<file path="config.mk">
export PLATFORM = sky130hd
export DESIGN_NAME = ipv6_text_expand
export DESIGN_NICKNAME = d
export VERILOG_FILES = /design/src/hdl/ite_pkg.sv /design/src/hdl/ite_front.sv /design/src/hdl/ite_queue.sv /design/src/hdl/ite_back.sv /design/src/hdl/ipv6_text_expand.sv
export SDC_FILE = /design/constraint.sdc
export NUM_CORES = 1
export LEC_CHECK = 0
export BUFFER_PORTS_ARGS = -buffer_cell sky130_fd_sc_hd__buf_4
export CORE_MARGIN = 3
export CORE_UTILIZATION = 24
export CTS_BUF_LIST = sky130_fd_sc_hd__clkbuf_4
export DETAILED_ROUTE_END_ITERATION = 10
export PLACE_DENSITY_LB_ADDON = 0.2
export SLEW_MARGIN = 20
export SYNTH_ARGS = -nofsm -noshare
export SYNTH_HDL_FRONTEND = slang
export SYNTH_SLANG_ARGS = --single-unit
</file>
<file path="constraint.sdc">
create_clock -name clk -period 14.1 [get_ports clk]
set_input_delay 2.82 -clock clk [delete_from_list [all_inputs] [get_ports clk]]
set_output_delay 2.82 -clock clk [all_outputs]
set_load 0.005 [all_outputs]
</file>
<file path="src/hdl/ite_pkg.sv">
// shared types and constants for the ipv6 text expander
// no dependencies
package ite_pkg;

  localparam int unsigned GROUPS       = 8;
  localparam int unsigned GROUP_W      = 16;
  localparam int unsigned GROUP_DIGITS = 4;
  localparam int unsigned QUEUE_DEPTH  = 4;
  localparam int unsigned QPTR_W       = $clog2(QUEUE_DEPTH);

  localparam logic [7:0] ASCII_COLON   = 8'h3A;
  localparam logic [7:0] ASCII_ZERO    = 8'h30;
  localparam logic [7:0] ASCII_NINE    = 8'h39;
  localparam logic [7:0] ASCII_UPPER_A = 8'h41;
  localparam logic [7:0] ASCII_UPPER_F = 8'h46;
  localparam logic [7:0] ASCII_LOWER_A = 8'h61;
  localparam logic [7:0] ASCII_LOWER_F = 8'h66;

  localparam logic [5:0] COLON_MAX = 6'd63;

  typedef enum logic [1:0] {
    TOK_HEX,
    TOK_COLON,
    TOK_BAD
  } tok_kind_t;

  typedef struct packed {
    tok_kind_t  kind;
    logic [3:0] value;
    logic       last;
  } token_t;

  typedef enum logic [1:0] {
    ST_RUN,
    ST_FLUSH,
    ST_EMIT
  } back_state_t;

  typedef logic [GROUPS-1:0][GROUP_W-1:0] group_vec_t;

endpackage

</file>
<file path="src/hdl/ite_front.sv">
// front end: takes characters from the input stream and turns them into tokens
// depends on ite_pkg
module ite_front (
  input  logic            s_axis_tvalid,
  output logic            s_axis_tready,
  input  logic [7:0]      s_axis_tdata,   // [7:0] ch
  input  logic            s_axis_tlast,
  input  logic            q_full,
  output logic            push,
  output ite_pkg::token_t tok
);

  logic [7:0] c;

  assign c             = s_axis_tdata;
  assign s_axis_tready = !q_full;
  assign push          = s_axis_tvalid && !q_full;

  always_comb begin
    tok.last  = s_axis_tlast;
    tok.kind  = ite_pkg::TOK_BAD;
    tok.value = 4'd0;
    if (c == ite_pkg::ASCII_COLON) begin
      tok.kind = ite_pkg::TOK_COLON;
    end else if (c >= ite_pkg::ASCII_ZERO && c <= ite_pkg::ASCII_NINE) begin
      tok.kind  = ite_pkg::TOK_HEX;
      tok.value = 4'(c - ite_pkg::ASCII_ZERO);
    end else if (c >= ite_pkg::ASCII_UPPER_A && c <= ite_pkg::ASCII_UPPER_F) begin
      tok.kind  = ite_pkg::TOK_HEX;
      tok.value = 4'(c - ite_pkg::ASCII_UPPER_A + 8'd10);
    end else if (c >= ite_pkg::ASCII_LOWER_A && c <= ite_pkg::ASCII_LOWER_F) begin
      tok.kind  = ite_pkg::TOK_HEX;
      tok.value = 4'(c - ite_pkg::ASCII_LOWER_A + 8'd10);
    end
  end

endmodule

</file>
<file path="src/hdl/ite_queue.sv">
// short token queue between the front end and the parser
// depends on ite_pkg
module ite_queue (
  input  logic            clk,
  input  logic            rst,
  input  logic            push,
  input  ite_pkg::token_t push_tok,
  output logic            full,
  input  logic            pop,
  output ite_pkg::token_t pop_tok,
  output logic            empty
);

  ite_pkg::token_t                entries [ite_pkg::QUEUE_DEPTH];
  logic [ite_pkg::QPTR_W-1:0]     wr_ptr;
  logic [ite_pkg::QPTR_W-1:0]     rd_ptr;
  logic [ite_pkg::QPTR_W:0]       count;

  assign full    = (count == (ite_pkg::QPTR_W+1)'(ite_pkg::QUEUE_DEPTH));
  assign empty   = (count == '0);
  assign pop_tok = entries[rd_ptr];

  always_ff @(posedge clk) begin
    if (push) begin
      entries[wr_ptr] <= push_tok;
    end
  end

  always_ff @(posedge clk) begin
    if (rst) begin
      wr_ptr <= '0;
      rd_ptr <= '0;
      count  <= '0;
    end else begin
      if (push) begin
        wr_ptr <= wr_ptr + 1'b1;
      end
      if (pop) begin
        rd_ptr <= rd_ptr + 1'b1;
      end
      if (push && !pop) begin
        count <= count + 1'b1;
      end else if (pop && !push) begin
        count <= count - 1'b1;
      end
    end
  end

endmodule

</file>
<file path="src/hdl/ite_back.sv">
// parser: applies tokens to the group store and builds the expanded address
// depends on ite_pkg
module ite_back (
  input  logic            clk,
  input  logic            rst,
  input  ite_pkg::token_t tok,
  input  logic            q_empty,
  output logic            pop,
  output logic            m_axis_tvalid,
  input  logic            m_axis_tready,
  output logic [127:0]    m_axis_tdata,   // [63:0] addr_high, [127:64] addr_low
  output logic            m_axis_tuser    // [0] error
);

  ite_pkg::back_state_t state, state_next;

  ite_pkg::group_vec_t  store;
  logic [3:0]           fill;
  logic [5:0]           colons;
  logic [15:0]          group_val;
  logic [2:0]           digits;
  logic                 prev_colon;
  logic                 gap;
  logic [3:0]           gap_pos;
  logic                 err;

  logic                 out_valid;
  logic [63:0]          out_high;
  logic [63:0]          out_low;
  logic                 out_err;

  logic                 load;
  logic                 out_free;

  logic [3:0]           ins;
  logic                 overflow;
  logic                 err_final;
  logic [7:0]           shamt;
  ite_pkg::group_vec_t  shifted;
  ite_pkg::group_vec_t  expanded;

  assign out_free = !out_valid || m_axis_tready;

  always_comb begin
    state_next = state;
    unique case (state)
      ite_pkg::ST_RUN:   if (!q_empty && tok.last) state_next = ite_pkg::ST_FLUSH;
      ite_pkg::ST_FLUSH: state_next = ite_pkg::ST_EMIT;
      ite_pkg::ST_EMIT:  if (out_free) state_next = ite_pkg::ST_RUN;
      default:           state_next = ite_pkg::ST_RUN;
    endcase
  end

  always_comb begin
    pop  = 1'b0;
    load = 1'b0;
    unique case (state)
      ite_pkg::ST_RUN:   pop = !q_empty;
      ite_pkg::ST_FLUSH: ;
      ite_pkg::ST_EMIT:  load = out_free;
      default:           ;
    endcase
  end

  // zero groups that fill the gap, and the right part moved up past them
  always_comb begin
    ins       = (colons < 6'(ite_pkg::GROUPS)) ? 4'(4'(ite_pkg::GROUPS) - colons[3:0]) : 4'd0;
    overflow  = gap && ((5'(fill) + 5'(ins)) > 5'(ite_pkg::GROUPS));
    err_final = err || overflow;
    shamt     = {ins, 4'b0000};
    shifted   = store << shamt;
    for (int g = 0; g < ite_pkg::GROUPS; g++) begin
      if (!gap || 4'(g) < gap_pos) begin
        expanded[g] = store[g];
      end else if (5'(g) < (5'(gap_pos) + 5'(ins))) begin
        expanded[g] = '0;
      end else begin
        expanded[g] = shifted[g];
      end
    end
  end

  always_ff @(posedge clk) begin
    if (rst) begin
      state <= ite_pkg::ST_RUN;
    end else begin
      state <= state_next;
    end
  end

  always_ff @(posedge clk) begin
    if (rst || load) begin
      store      <= '0;
      fill       <= '0;
      colons     <= '0;
      group_val  <= '0;
      digits     <= '0;
      prev_colon <= 1'b0;
      gap        <= 1'b0;
      gap_pos    <= '0;
      err        <= 1'b0;
    end else if (pop && !err) begin
      unique case (tok.kind)
        ite_pkg::TOK_COLON: begin
          if (colons != ite_pkg::COLON_MAX) begin
            colons <= colons + 1'b1;
          end
          prev_colon <= 1'b1;
          if (prev_colon) begin
            if (gap) begin
              err <= 1'b1;
            end else begin
              gap       <= 1'b1;
              gap_pos   <= fill;
              group_val <= '0;
              digits    <= '0;
            end
          end else if (fill == 4'(ite_pkg::GROUPS)) begin
            err <= 1'b1;
          end else begin
            store[fill[2:0]] <= group_val;
            fill             <= fill + 1'b1;
            group_val        <= '0;
            digits           <= '0;
          end
        end
        ite_pkg::TOK_HEX: begin
          if (digits == 3'(ite_pkg::GROUP_DIGITS)) begin
            err <= 1'b1;
          end else begin
            group_val  <= {group_val[11:0], tok.value};
            digits     <= digits + 1'b1;
            prev_colon <= 1'b0;
          end
        end
        default: err <= 1'b1;
      endcase
    end else if (state == ite_pkg::ST_FLUSH && !err) begin
      // the end of the text flushes the open group
      if (fill == 4'(ite_pkg::GROUPS)) begin
        err <= 1'b1;
      end else begin
        store[fill[2:0]] <= group_val;
        fill             <= fill + 1'b1;
        group_val        <= '0;
        digits           <= '0;
      end
    end
  end

  always_ff @(posedge clk) begin
    if (rst) begin
      out_valid <= 1'b0;
    end else if (load) begin
      out_valid <= 1'b1;
    end else if (m_axis_tready) begin
      out_valid <= 1'b0;
    end
  end

  always_ff @(posedge clk) begin
    if (load) begin
      out_err <= err_final;
      if (err_final) begin
        out_high <= '0;
        out_low  <= '0;
      end else begin
        out_high <= {expanded[0], expanded[1], expanded[2], expanded[3]};
        out_low  <= {expanded[4], expanded[5], expanded[6], expanded[7]};
      end
    end
  end

  assign m_axis_tvalid = out_valid;
  assign m_axis_tdata  = {out_low, out_high};
  assign m_axis_tuser  = out_err;

endmodule

</file>
<file path="src/hdl/ipv6_text_expand.sv">
// ipv6_text_expand: turns ipv6 address text into a 128-bit address
// depends on ite_pkg, ite_front, ite_queue, ite_back
//
// input stream: one ascii character per word in s_axis_tdata[7:0], s_axis_tlast
// on the final character of an address. output stream: one word per address,
// addr_high in m_axis_tdata[63:0] (first group in the top bits), addr_low in
// m_axis_tdata[127:64], error flag in m_axis_tuser; on error the address is zero.
// the front end classifies each character and writes a token into a four-deep
// queue; in its run state the parser drains one token per cycle, so characters
// run at one per cycle while it stays there. after the last character the
// parser flushes the open group, then inserts the gap groups and loads the
// output register, waiting for that register to be free. it pops no tokens
// meanwhile, but the queue keeps taking characters of the next address.
// a stalled receiver holds the result in the output register; the parser waits
// with the next one, the queue fills and s_axis_tready drops when it is full.
// reset (rst, synchronous) empties the queue, clears the parser state and drops
// m_axis_tvalid.
module ipv6_text_expand (
  input  logic         clk,
  input  logic         rst,
  input  logic         s_axis_tvalid,
  output logic         s_axis_tready,
  input  logic [7:0]   s_axis_tdata,   // [7:0] ch
  input  logic         s_axis_tlast,
  output logic         m_axis_tvalid,
  input  logic         m_axis_tready,
  output logic [127:0] m_axis_tdata,   // [63:0] addr_high, [127:64] addr_low
  output logic         m_axis_tuser    // [0] error
);

  ite_pkg::token_t push_tok;
  ite_pkg::token_t pop_tok;
  logic            push;
  logic            pop;
  logic            q_full;
  logic            q_empty;

  ite_front u_front (
    .s_axis_tvalid (s_axis_tvalid),
    .s_axis_tready (s_axis_tready),
    .s_axis_tdata  (s_axis_tdata),
    .s_axis_tlast  (s_axis_tlast),
    .q_full        (q_full),
    .push          (push),
    .tok           (push_tok)
  );

  ite_queue u_queue (
    .clk      (clk),
    .rst      (rst),
    .push     (push),
    .push_tok (push_tok),
    .full     (q_full),
    .pop      (pop),
    .pop_tok  (pop_tok),
    .empty    (q_empty)
  );

  ite_back u_back (
    .clk           (clk),
    .rst           (rst),
    .tok           (pop_tok),
    .q_empty       (q_empty),
    .pop           (pop),
    .m_axis_tvalid (m_axis_tvalid),
    .m_axis_tready (m_axis_tready),
    .m_axis_tdata  (m_axis_tdata),
    .m_axis_tuser  (m_axis_tuser)
  );

endmodule

</file>
# Yosys cells after proc, flatten, opt, wreduce, memory -nomap -nowiden
# Memory sizes are Yosys's and may differ from the RTL's. A register that Yosys moved wholly into a read port is not among the register bits.
# Cells that the tools add are included.
[classes]
n_shift = 1
eq_ne = 18
n_lt_le_gt_ge = 26
bitwise = 1
reduce_logical = 44
addsub = 15
mux = 71
[op_table]
columns = ["operator", "n"]
rows = [
  ["$mux W128", 5],
  ["$mux W16", 23],
  ["$bwmux W128", 1],
  ["$shl A128 B8 Y128", 1],
  ["$demux W16 S3", 1],
  ["$pmux W16 S2", 1],
  ["$mux W4", 7],
  ["$mux W3", 8],
  ["$lt A3 B5 Y1 const A", 4],
  ["$mux W6", 3],
  ["$ge A8 B7 Y1 const B", 2],
  ["$le A8 B7 Y1 const B", 2],
  ["$lt A3 B4 Y1 const A", 4],
  ["$reduce_and A3 Y1", 5],
  ["$mux W1", 13],
  ["$sub A4 B1 Y4 const B", 3],
  ["$logic_and A1 B1 Y1", 11],
  ["$logic_or A1 B1 Y1", 11],
  ["$add A4 B4 Y5", 2],
  ["$lt A1 B5 Y1 const A", 2],
  ["$lt A2 B5 Y1 const A", 2],
  ["$mux W2", 5],
  ["$ne A3 B3 Y1 const B", 3],
  ["$add A4 B4 Y4 const B", 2],
  ["other kinds (33)", 55],
]
[totals]
memories = 1
ramBits = 28
regBits = 303
input_bits = 13
[memory_table]
columns = ["name", "words", "word_bits", "read_ports", "rd_clocked_by_memory_dff", "write_ports", "line", "text"]
rows = [
  ["u_queue.entries", 4, 7, 1, 1, 1, "ite_queue.sv:14", "ite_pkg::token_t entries [ite_pkg::QUEUE_DEPTH];"],
]

# Logic depth before layout (Yosys ltp)
# Gate-level depths: netlist of the first run.
[logic_depth]
word_depth = 9
ltp_mapped = 17
depth_no_buf = 10

# By module
# A second synthesis of the first run with hierarchy kept.
[hier_totals]
cells_unflattened = 1724
hier_area_um2 = 16679.7
[modules_own_cells]
columns = ["module", "area_each_um2", "instances", "cells_per_inst", "seq_area_each_um2"]
rows = [
  ["ite_back", 14983.1, 1, 1611, 7216.9],
  ["ite_queue", 1442.6, 1, 81, 1021.0],
  ["ite_front", 254.0, 1, 32, 0.0],
]

# Worst setup path before layout of the first run
# Ideal clock, no wire load.
[synth_timing]
path_kind = "input to register"
from = "input m_axis_tready"
to = "register u_back.store[80] (netlist bit)"
n_path_buf = 2
stages = 7
t_arrival_ns = 10.478
setup_time_ns = 0.127
setup_slack_ns = 3.495
required_ns = 13.973
cell_sequence = "nand2b_1 -> nor2b_1 -> nor2_1 -> clkbuf_1 -> buf_1 -> nand3_1 -> o21ai_0"
[synth_between]
elab_chain_cells = 3
[synth_lines]
columns = ["element", "line", "text"]
rows = [
  ["from (decl)", "ipv6_text_expand.sv:26", "input logic m_axis_tready,"],
  ["$logic_or A1 B1 Y1", "ite_back.sv:42", "assign out_free = !out_valid || m_axis_tready;"],
  ["$mux W1", "ite_back.sv:57", "unique case (state)"],
  ["net u_back.load", "ite_back.sv:32", "logic load;"],
  ["$logic_or A1 B1 Y1", "ite_back.sv:92", "if (rst || load) begin"],
  ["to (signal, indexed assignment)", "ite_back.sv:121", "store[fill[2:0]] <= group_val;"],
  ["to (signal, indexed assignment)", "ite_back.sv:143", "store[fill[2:0]] <= group_val;"],
  ["to (decl)", "ite_back.sv:17", "ite_pkg::group_vec_t store;"],
]
# The timed path passes the listed nets, and every way through them passes these cells.
# A chain may end at the register's enable or synchronous reset.

# Worst setup path after layout of the first run
[layout_timing]
from = "input m_axis_tready"
to = "register u_back.store[107] (netlist bit)"
# Same word-level chain as after synthesis.

==> impl_metrics.tcl, run 1 <==
set metrics [dict create \
    outcome "finished clean" \
    hpwl_mm 42.1 \
    period_needed_ns 5.04 \
    cts-root-buf "clkbuf_4" \
    grt_max_degree 90 \
    grt.busiest_layer "met2" \
    synth_top_area_cell "edfxtp_1" \
    syn_to_final_growth_pct 18.3 \
    fp.dieArea_sq_mm 0.0737 \
    synth.most_common_cell "nand2_1" \
    postRouteAntennaNets 0 \
    finalCritPeriodShare_pct 35.8 \
    synthFlopType "dfxtp_1" \
    rsz0062_at_grt "false" \
    cap_violations 0 \
    slew_headroom_pct 18.1 \
    yosysWarnings 0 \
    grt_pass1_wl_mm 96.8 \
    setup_viol_count_final 0 \
    path_max_fanout 79 \
    pwr-share-comb_pct 21.9 \
    drive_gt1_share_pct 19.3 \
    fill_cells 7378 \
    synth_top_area_share_pct 27.9 \
    critPathArrivalTime_ns 5.72 \
    p_seq_share_pct 42.8 \
    finalHoldViolations 0 \
    cts.repair.resized 0 \
    syn_inst 1814 \
    cp.required_ns 14.78 \
    drt_iter0_drc 1116 \
    synth_common_cells "nand2_1 (250), nand3_1 (193), dfxtp_1 (176), edfxtp_1 (157)" \
    drc_errors 0 \
    power.density_mw_per_mm2 130 \
    worstSetupEndpointType "flip-flop" \
    met3_usage_pct 3.51 \
    cts_buffers 93 \
    grt_pass1_vias 14600 \
    path_clk_slew_ns 0.07 \
    skew_ns 0.0509 \
    power.leakage_nw 6.77 \
    synth_area_per_cell_sq_um 9.32 \
    ys_async_sr_fraction_pct 0 \
    pin_count 144 \
    antenna_found_initial 1 \
    synth_edf_count 157 \
    net-switching-power_mw 0.854 \
    die_h_um 271 \
    crit_type "input pin to flip-flop" \
    yosys-top-cells-area "edfxtp_1 (28%), dfxtp_1 (21%), nand3_1 (5.7%)" \
    ir_drop_uv 47.9 \
    yosysUniqueCellTypes 66 \
    placementRows 96 \
    worstMarginPinSlew_ns 1.23 \
    cts_setup_buffers 0 \
    h-tree-depth 3 \
    final_nets 1954 \
    start_util_pct 24.4 \
    sw_frac_of_total_pct 32.8 \
    finalMaxSlewViolations 0 \
    fmax_mhz 198 \
    use_met2_pct 30.0 \
    synth.net_count 1849 \
    io_buffers 143 \
    tritoncts "built" \
    postLayoutCoreUtil_pct 28.9 \
    routed_wl_mm 65.8 \
    clk_path_buf_depth 3 \
    via_count 14800 \
    grt_use_total_pct 17.5 \
    syn_area_sq_mm 0.0169 \
    grtUsageMet1_pct 20.4 \
    finalSetupTns_ns 0 \
    wl_per_cell_um 22.5 \
    overflow 0 \
    seq_area_frac_synth_pct 48.7 \
    drtPass1Iterations 5 \
    fp.dieW_um 271 \
    cts_hold_buf 0 \
    ys_ff_latch 333 \
    start_kind "input pin" \
    p_int_mw 1.75 \
    cts_sinks 333 \
    power.total_mw 2.60 \
    viasPerCell 5.06 \
    finalWeightedCongestion 0.838 \
    clkPwrFrac_pct 35.3 \
    core-area_sq_mm 0.0692 \
    clock_latency_ns 0.82 \
    hold_class "flip-flop to flip-flop" \
]
[worst max-delay path, stage by stage]
cell and delay [ns]:
buf_4 0.10, nand2b_1 0.16, nor2b_4 0.13, buf_4 0.37, nor2_4 0.16, buf_4 0.64, buf_4 0.70, nand2_1 0.31
o21ai_0 0.23
[state kept, by name, summed over array words and instances, names as in the netlist, 4 cells and up, named ones only]
signal            count
u_back.out_low       64
u_back.fill           4
u_back.out_high      64
u_back.store        128
u_back.gap_pos        4
u_back.group_val     16
u_back.colons         6
u_queue.entries      28
[kinds of logic (layout without fill, tap and decap cells)]
group	after synthesis	in the layout	share of synthesized area, %
AND/OR/NAND/NOR	665	665	18.3
AO/OA/AOI/OAI	478	478	17.5
flip-flops	333	333	48.7
buffers and inverters	194	372	4.85
multiplexers	95	95	7.32
adder cells (fa/ha/maj)	27	27	1.97
XOR/XNOR	22	22	1.30
other	0	6	0
[routing by layer]
metal | up-vias | wire (um)
met1 | 7146 | 26100
met4 | 0 | 3610
met5 | - | 0
met3 | 175 | 4000
li1 | 6898 | -
met2 | 611 | 32100
[power groups by stage]
stage               Combinational, mW  Sequential, mW  Clock, mW
floorplan                       0.378            1.13          0
global placement                0.562            1.14          0
detailed placement              0.570            1.14          0
CTS                             0.571            1.12      0.952
global route                    0.614            1.12       1.01
finish                          0.570            1.11      0.918
[worst paths after layout]
check / start / endpoint / slack, ns / cells past startpoint
worst max-delay path: m_axis_tready / u_back.store[107] / 9.06 / 9
worst min-delay path: u_back.digits[2] / u_back.digits[2] / 0.49 / 2
worst max register to register: u_back.colons[3] / u_back.out_high[32] / 9.24 / 10
worst min register to register: u_back.digits[2] / u_back.digits[2] / 0.49 / 2
[cells in the final DEF, fill, tap and decap left out, drive strengths merged, types with 4 or more instances in the layout]
cell	netlist	routed
o2bb2ai	16	16
buf	54	172
o21ai	168	168
and2	4	4
mux4	23	23
clkbuf	108	145
xnor2	11	11
clkinv	0	18
nand2	251	251
a211o	32	32
nor2	107	107
xor2	9	9
or2	4	4
maj3	5	5
a2bb2oi	15	15
nor3b	17	17
o211ai	48	48
and3	24	24
or3	22	22
a21oi	129	129
nand2b	8	8
edfxtp	157	157
nand4	5	5
nand3	195	195
diode	0	6
dfxtp	176	176
inv	32	35
mux2i	72	72
ha	21	21
nor3	11	11
a22oi	50	50
[cell type report]
class | count | area [sq um] | area share [%]
diodes | 6 | 15.0 | 0.0751
repair buffers | 172 | 1290 | 6.46
flip-flops and latches | 333 | 8240 | 41.2
well taps | 931 | 1160 | 5.82
clock buffers | 145 | 1090 | 5.44
inverters | 32 | 123 | 0.613
multi-input cells | 1287 | 7940 | 39.7
clock inverters | 23 | 143 | 0.713
[through the flow]
step | cell area (sq um) | worst slack [ns] | hold slack, ns | instances
after floorplan | 16900 | 3.50 | 0.453 | 1814
after global placement | 18800 | 8.33 | 0.467 | 2755
after detailed placement | 18800 | 8.25 | 0.480 | 2755
after CTS | 20000 | 9.13 | 0.494 | 2923
after global routing | 20000 | 8.82 | 0.514 | 2926
final | 20000 | 9.06 | 0.488 | 2929
Power figures use the tool's default switching activity.
==> inputs of run 2 (changes only) <==
==> constraint.sdc (replaced) <==
create_clock -name clk -period 5.1 [get_ports clk]
set_input_delay 1.02 -clock clk [delete_from_list [all_inputs] [get_ports clk]]
set_output_delay 1.02 -clock clk [all_outputs]
set_load 0.005 [all_outputs]
==> run 2 against run 1 <==
Compared with the run above:
- utilization is 0.16 points higher
- routed wire length is 0.23% lower
- combinational power grew to 2.7 times the previous value
- critical path type is now flip-flop to flip-flop
- non-clock buffer count increased by 10
- worst setup slack lost 8.2 ns
- total power grew to 2.8 times the previous value
==> impl_metrics.tcl, run 2 (synthesis gave the netlist of run 1 again) <==
set metrics [dict create \
    outcome "finished clean" \
    postRouteAntennaNets 0 \
    regArea_sq_mm 0.00824 \
    largest_register_ffs 128 \
    cts_setup_buffers 0 \
    layout_commonest_cell "nand2_1" \
    multiInputGateArea_sq_mm 0.00792 \
    stdcell_area_sq_mm 0.0201 \
    grt_pass1_wl_mm 96.7 \
    grt_use_total_pct 17.5 \
    drive_gt1_share_pct 19.7 \
    drt_iter0_drc 1122 \
    rsz0062_at_grt "false" \
    hold_class "input pin to flip-flop" \
    ir_drop_uv 247 \
    setup_ws_ns 0.844 \
    cap_violations 0 \
    setup_viol_count_final 0 \
    grt_max_degree 130 \
    via_count 14800 \
    drtPass1Iterations 5 \
    cts_sinks 333 \
    core-area_sq_mm 0.0692 \
    power.leakage_nw 6.84 \
    start_util_pct 24.4 \
    cts.repair.resized 0 \
    fmax_mhz 235 \
    postLayoutCoreUtil_pct 29.1 \
    die_h_um 271 \
    cts_buffers 95 \
    finalWeightedCongestion 0.889 \
    slew_headroom_pct 22.7 \
    critPathArrivalTime_ns 4.95 \
    clk_path_buf_depth 3 \
    path_clk_slew_ns 0.07 \
    tritoncts "built" \
    worstSetupEndpointType "flip-flop" \
    fill_cells 7442 \
    power.density_mw_per_mm2 359 \
    cp.required_ns 5.80 \
    syn_to_final_growth_pct 18.9 \
    final_cell_mix "nand2_1 (249), nand3_1 (192), buf_4 (179), dfxtp_1 (176), edfxtp_1 (157)" \
    viasPerCell 5.04 \
    finalHoldViolations 0 \
    finalSetupTns_ns 0 \
    clock_latency_ns 0.90 \
    finalCritPeriodShare_pct 83.5 \
    dp_slack_ns 0.907 \
    wl_per_cell_um 22.3 \
    cts_hold_buf 0 \
    crit_type "flip-flop to flip-flop" \
    grt_pass1_vias 14800 \
    fp.dieArea_sq_mm 0.0737 \
    routed_wl_mm 65.7 \
    placementRows 96 \
    finalMaxSlewViolations 0 \
    io_buffers 143 \
    final_nets 1966 \
    hpwl_mm 44.8 \
    drc_errors 0 \
    worstMarginPinSlew_ns 1.16 \
    cts-root-buf "clkbuf_4" \
    largest_registers "u_back.store x128, u_back.out_high x64, u_back.out_low x64" \
    antenna_found_initial 2 \
    overflow 0 \
    pin_count 144 \
    h-tree-depth 3 \
    period_needed_ns 4.26 \
    start_kind "flip-flop" \
    skew_ns 0.0846 \
    power.total_mw 7.21 \
    place_area_sq_mm 0.0188 \
    path_max_fanout 38 \
    largest_register "u_back.store" \
    fp.dieW_um 271 \
]
==> run 2: cell count changes in the layout (fill, tap and decap cells not counted), sizes merged <==
| cell | previous run | this run |
|---|---|---|
| buf | 172 | 182 |
| bufinv | 2 | 1 |
| clkbuf | 145 | 148 |
| clkinv | 18 | 24 |
| diode | 6 | 4 |
| inv | 35 | 34 |
==> run 2: routing by layer <==
layer	GRT usage [%]	wire, um
met5	0	0
met4	8.37	3020
met3	3.40	3510
met2	30.5	32900
met1	20.5	26200
==> run 2: power by group <==
part,total (mW),internal [mW],switching (mW)
Clock,2.59,1.37,1.22
Sequential,3.08,2.97,0.111
Combinational,1.54,0.495,1.04
==> run 2: worst paths after layout <==
path / startpoint / to / slack [ns] / depth (start not counted)
setup / recovery: u_back.colons[3] / u_back.out_high[41] / 0.84 / 9
hold / removal: s_axis_tlast / u_queue.entries[2][0] / 0.37 / 1
setup reg to reg: u_back.colons[3] / u_back.out_high[41] / 0.84 / 9
hold reg to reg: u_back.digits[2] / u_back.digits[2] / 0.48 / 2
==> run 2: cell type report <==
cell class | instances | share of cell area, %
inverter | 32 | 0.610
antenna | 4 | 0.0498
tap | 931 | 5.79
clock buffer | 148 | 5.52
sequential | 333 | 41.0
multi-input combinational | 1287 | 39.4
clock inverter | 27 | 0.722
timing repair buffer | 182 | 6.94
==> run 2: metrics by stage <==
step,cells,hold WS [ns]
after floorplan,1814,0.453
after global placement,2765,0.462
after detailed placement,2765,0.474
after CTS,2940,0.292
after global routing,2944,0.265
final,2944,0.374
==> run 2: worst max-delay path: stages (launching register included) <==
cell and delay, ns:
dfxtp_1 0.41, or4b_4 0.82, inv_4 0.44, ha_1 0.27
ha_1 0.30, or4_1 0.50, or4_1 0.47, a21oi_2 0.52
o21ai_0 0.17, a21oi_1 0.17
==> inputs of run 3 (changes only) <==
==> constraint.sdc (replaced) <==
create_clock -name clk -period 4.11 [get_ports clk]
set_input_delay 0.822 -clock clk [delete_from_list [all_inputs] [get_ports clk]]
set_output_delay 0.822 -clock clk [all_outputs]
set_load 0.005 [all_outputs]
==> run 3 against run 2 <==
Compared with the run above:
- critical path depth rose by 1
- die area did not move
- combinational power rose by 28%
- clock skew fell by 0.026 ns
- register-to-register slack got worse by 0.46 ns
- cell area rose by 0.26%
- via count fell by 1.1%
- clock power rose by 22%
- global-route usage fell by 0.34 points
- worst setup slack got worse by 0.46 ns
- non-clock buffer count rose by 6
- total power rose by 24%
- largest cell class unchanged
- largest power group unchanged
- highest routed layer unchanged
==> impl_metrics.tcl, run 3 (synthesis gave the netlist of run 1 again) <==
set metrics [dict create \
    outcome "finished clean" \
    cts_buffers 94 \
    clk_path_buf_depth 3 \
    grt_max_degree 112 \
    largest_register_ffs 128 \
    r2r_slack_ns 0.38 \
    crit_path_start "u_back.colons[0]" \
    finalMaxSlewViolations 0 \
    power.leakage_nw 6.88 \
    syn_to_final_growth_pct 19.2 \
    fmax_mhz 268 \
    skew_ns 0.0586 \
    pin_count 144 \
    fin_cells 2947 \
    start_kind "flip-flop" \
    ff2ff_path_depth 10 \
    h-tree-depth 3 \
    finalSetupTns_ns 0 \
    finalHoldViolations 0 \
    fp.dieW_um 271 \
    power.density_mw_per_mm2 444 \
    rr_startpoint "u_back.colons[0]" \
    rr_endpoint "u_back.out_high[63]" \
    cap_violations 0 \
    antenna_found_initial 2 \
    path_max_fanout 16 \
    cts_sinks 333 \
    wl_per_cell_um 21.9 \
    place_area_sq_mm 0.0189 \
    drt_iter0_drc 1020 \
    period_needed_ns 3.73 \
    worstMarginPinSlew_ns 0.997 \
    placementRows 96 \
    routed_wl_mm 64.6 \
    io_buffers 143 \
    min_from "s_axis_tlast" \
    grt_pass1_vias 14800 \
    path_clk_slew_ns 0.06 \
    drtPass1Iterations 6 \
    tritoncts "built" \
    finalWeightedCongestion 0.857 \
    largest_registers "u_back.store x128, u_back.out_high x64, u_back.out_low x64" \
    place_inst 2770 \
    finalCritPeriodShare_pct 90.7 \
    overflow 0 \
    drc_errors 0 \
    start_util_pct 24.4 \
    hpwl_mm 44.2 \
    cts.repair.resized 0 \
    hold_class "input pin to flip-flop" \
    setup_viol_count_final 0 \
    worstSetupEndpointType "flip-flop" \
    viasPerCell 4.97 \
    fp.dieArea_sq_mm 0.0737 \
    crit_end "u_back.out_high[63]" \
    ir_drop_uv 209 \
    drive_gt1_share_pct 19.7 \
    crit_type "flip-flop to flip-flop" \
    postRouteAntennaNets 0 \
    core-area_sq_mm 0.0692 \
    rsz0062_at_grt "false" \
    cp.required_ns 4.77 \
    grt_pass1_wl_mm 95.7 \
    slew_headroom_pct 33.5 \
    final_cell_mix "nand2_1 (249), nand3_1 (193), buf_4 (183), dfxtp_1 (176), edfxtp_1 (157)" \
    cts-root-buf "clkbuf_4" \
    cts_hold_buf 0 \
    clock_latency_ns 0.87 \
    via_count 14700 \
    layout_commonest_cell "nand2_1" \
    die_h_um 271 \
    cts_setup_buffers 0 \
    largest_register "u_back.store" \
    final_nets 1971 \
    stdcell_area_sq_mm 0.0202 \
    critPathArrivalTime_ns 4.39 \
    grt_use_total_pct 17.1 \
]
run 3: cell types whose count changed in the layout (fill, tap and decap cells not counted), moves of 2 or more:
cell,change
buf_12,+2
buf_4,+4
clkbuf_4,+4
clkinv_2,-6
run 3: power breakdown:
| part | switching [mW] | internal [mW] |
|---|---|---|
| clock network | 1.49 | 1.67 |
| registers | 0.134 | 3.69 |
| logic | 1.32 | 0.653 |
run 3: worst min-delay path by stage:
stage | endpoint | slack (ns) | cells past startpoint
final | u_queue.entries[1][0] | 0.20 | 1
after global routing | u_queue.entries[1][0] | 0.09 | 1
after CTS | u_queue.entries[1][0] | 0.1 | 1
after detailed placement | u_back.store[122] | 0.47 | 2
after global placement | u_back.digits[2] | 0.46 | 2
after floorplan | u_back.digits[2] | 0.45 | 2
run 3: per-stage QoR:
stage                     hold slack (ns)  util (%)  setup slack (ns)  power, mW
after detailed placement            0.471      27.3             0.325       5.88
final                               0.197      29.1             0.384       8.95
after CTS                          0.0991      29.1             0.292       9.08
after global routing               0.0857      29.1             0.119       9.44
after global placement              0.462      27.3             0.319       5.85
after floorplan                     0.453         -            0.0109       5.16
run 3: cell type report:
type / instances / area (sq um)
diodes: 4 / 10.0
clock buffers: 152 / 1140
clock inverters: 20 / 85.1
fillers: 7403 / 49000
inverters: 32 / 123
multi-input cells: 1287 / 7920
flip-flops and latches: 333 / 8240
well taps: 931 / 1160
repair buffers: 188 / 1480
run 3: worst max-delay path, stage by stage, from the launching register on:
cell and delay [ns]:
dfxtp_1 0.43, inv_1 0.08, ha_1 0.32, or4b_1 0.48, xnor2_1 0.15, ha_1 0.32, or4_1 0.49, or4_1 0.45
a211oi_1 0.34, nor3_2 0.23, nor3b_1 0.27
run 3: per-layer routing:
layer / part of all wire [%] / track usage, % / wire length, um / vias up
li1: - / - / - / 6941
met1: 40 / 20.2 / 26100 / 7100
met2: 50 / 30.0 / 32100 / 472
met3: 5.1 / 3.32 / 3300 / 144
met4: 4.9 / 8.08 / 3140 / 0
met5: 0 / 0 / 0 / -
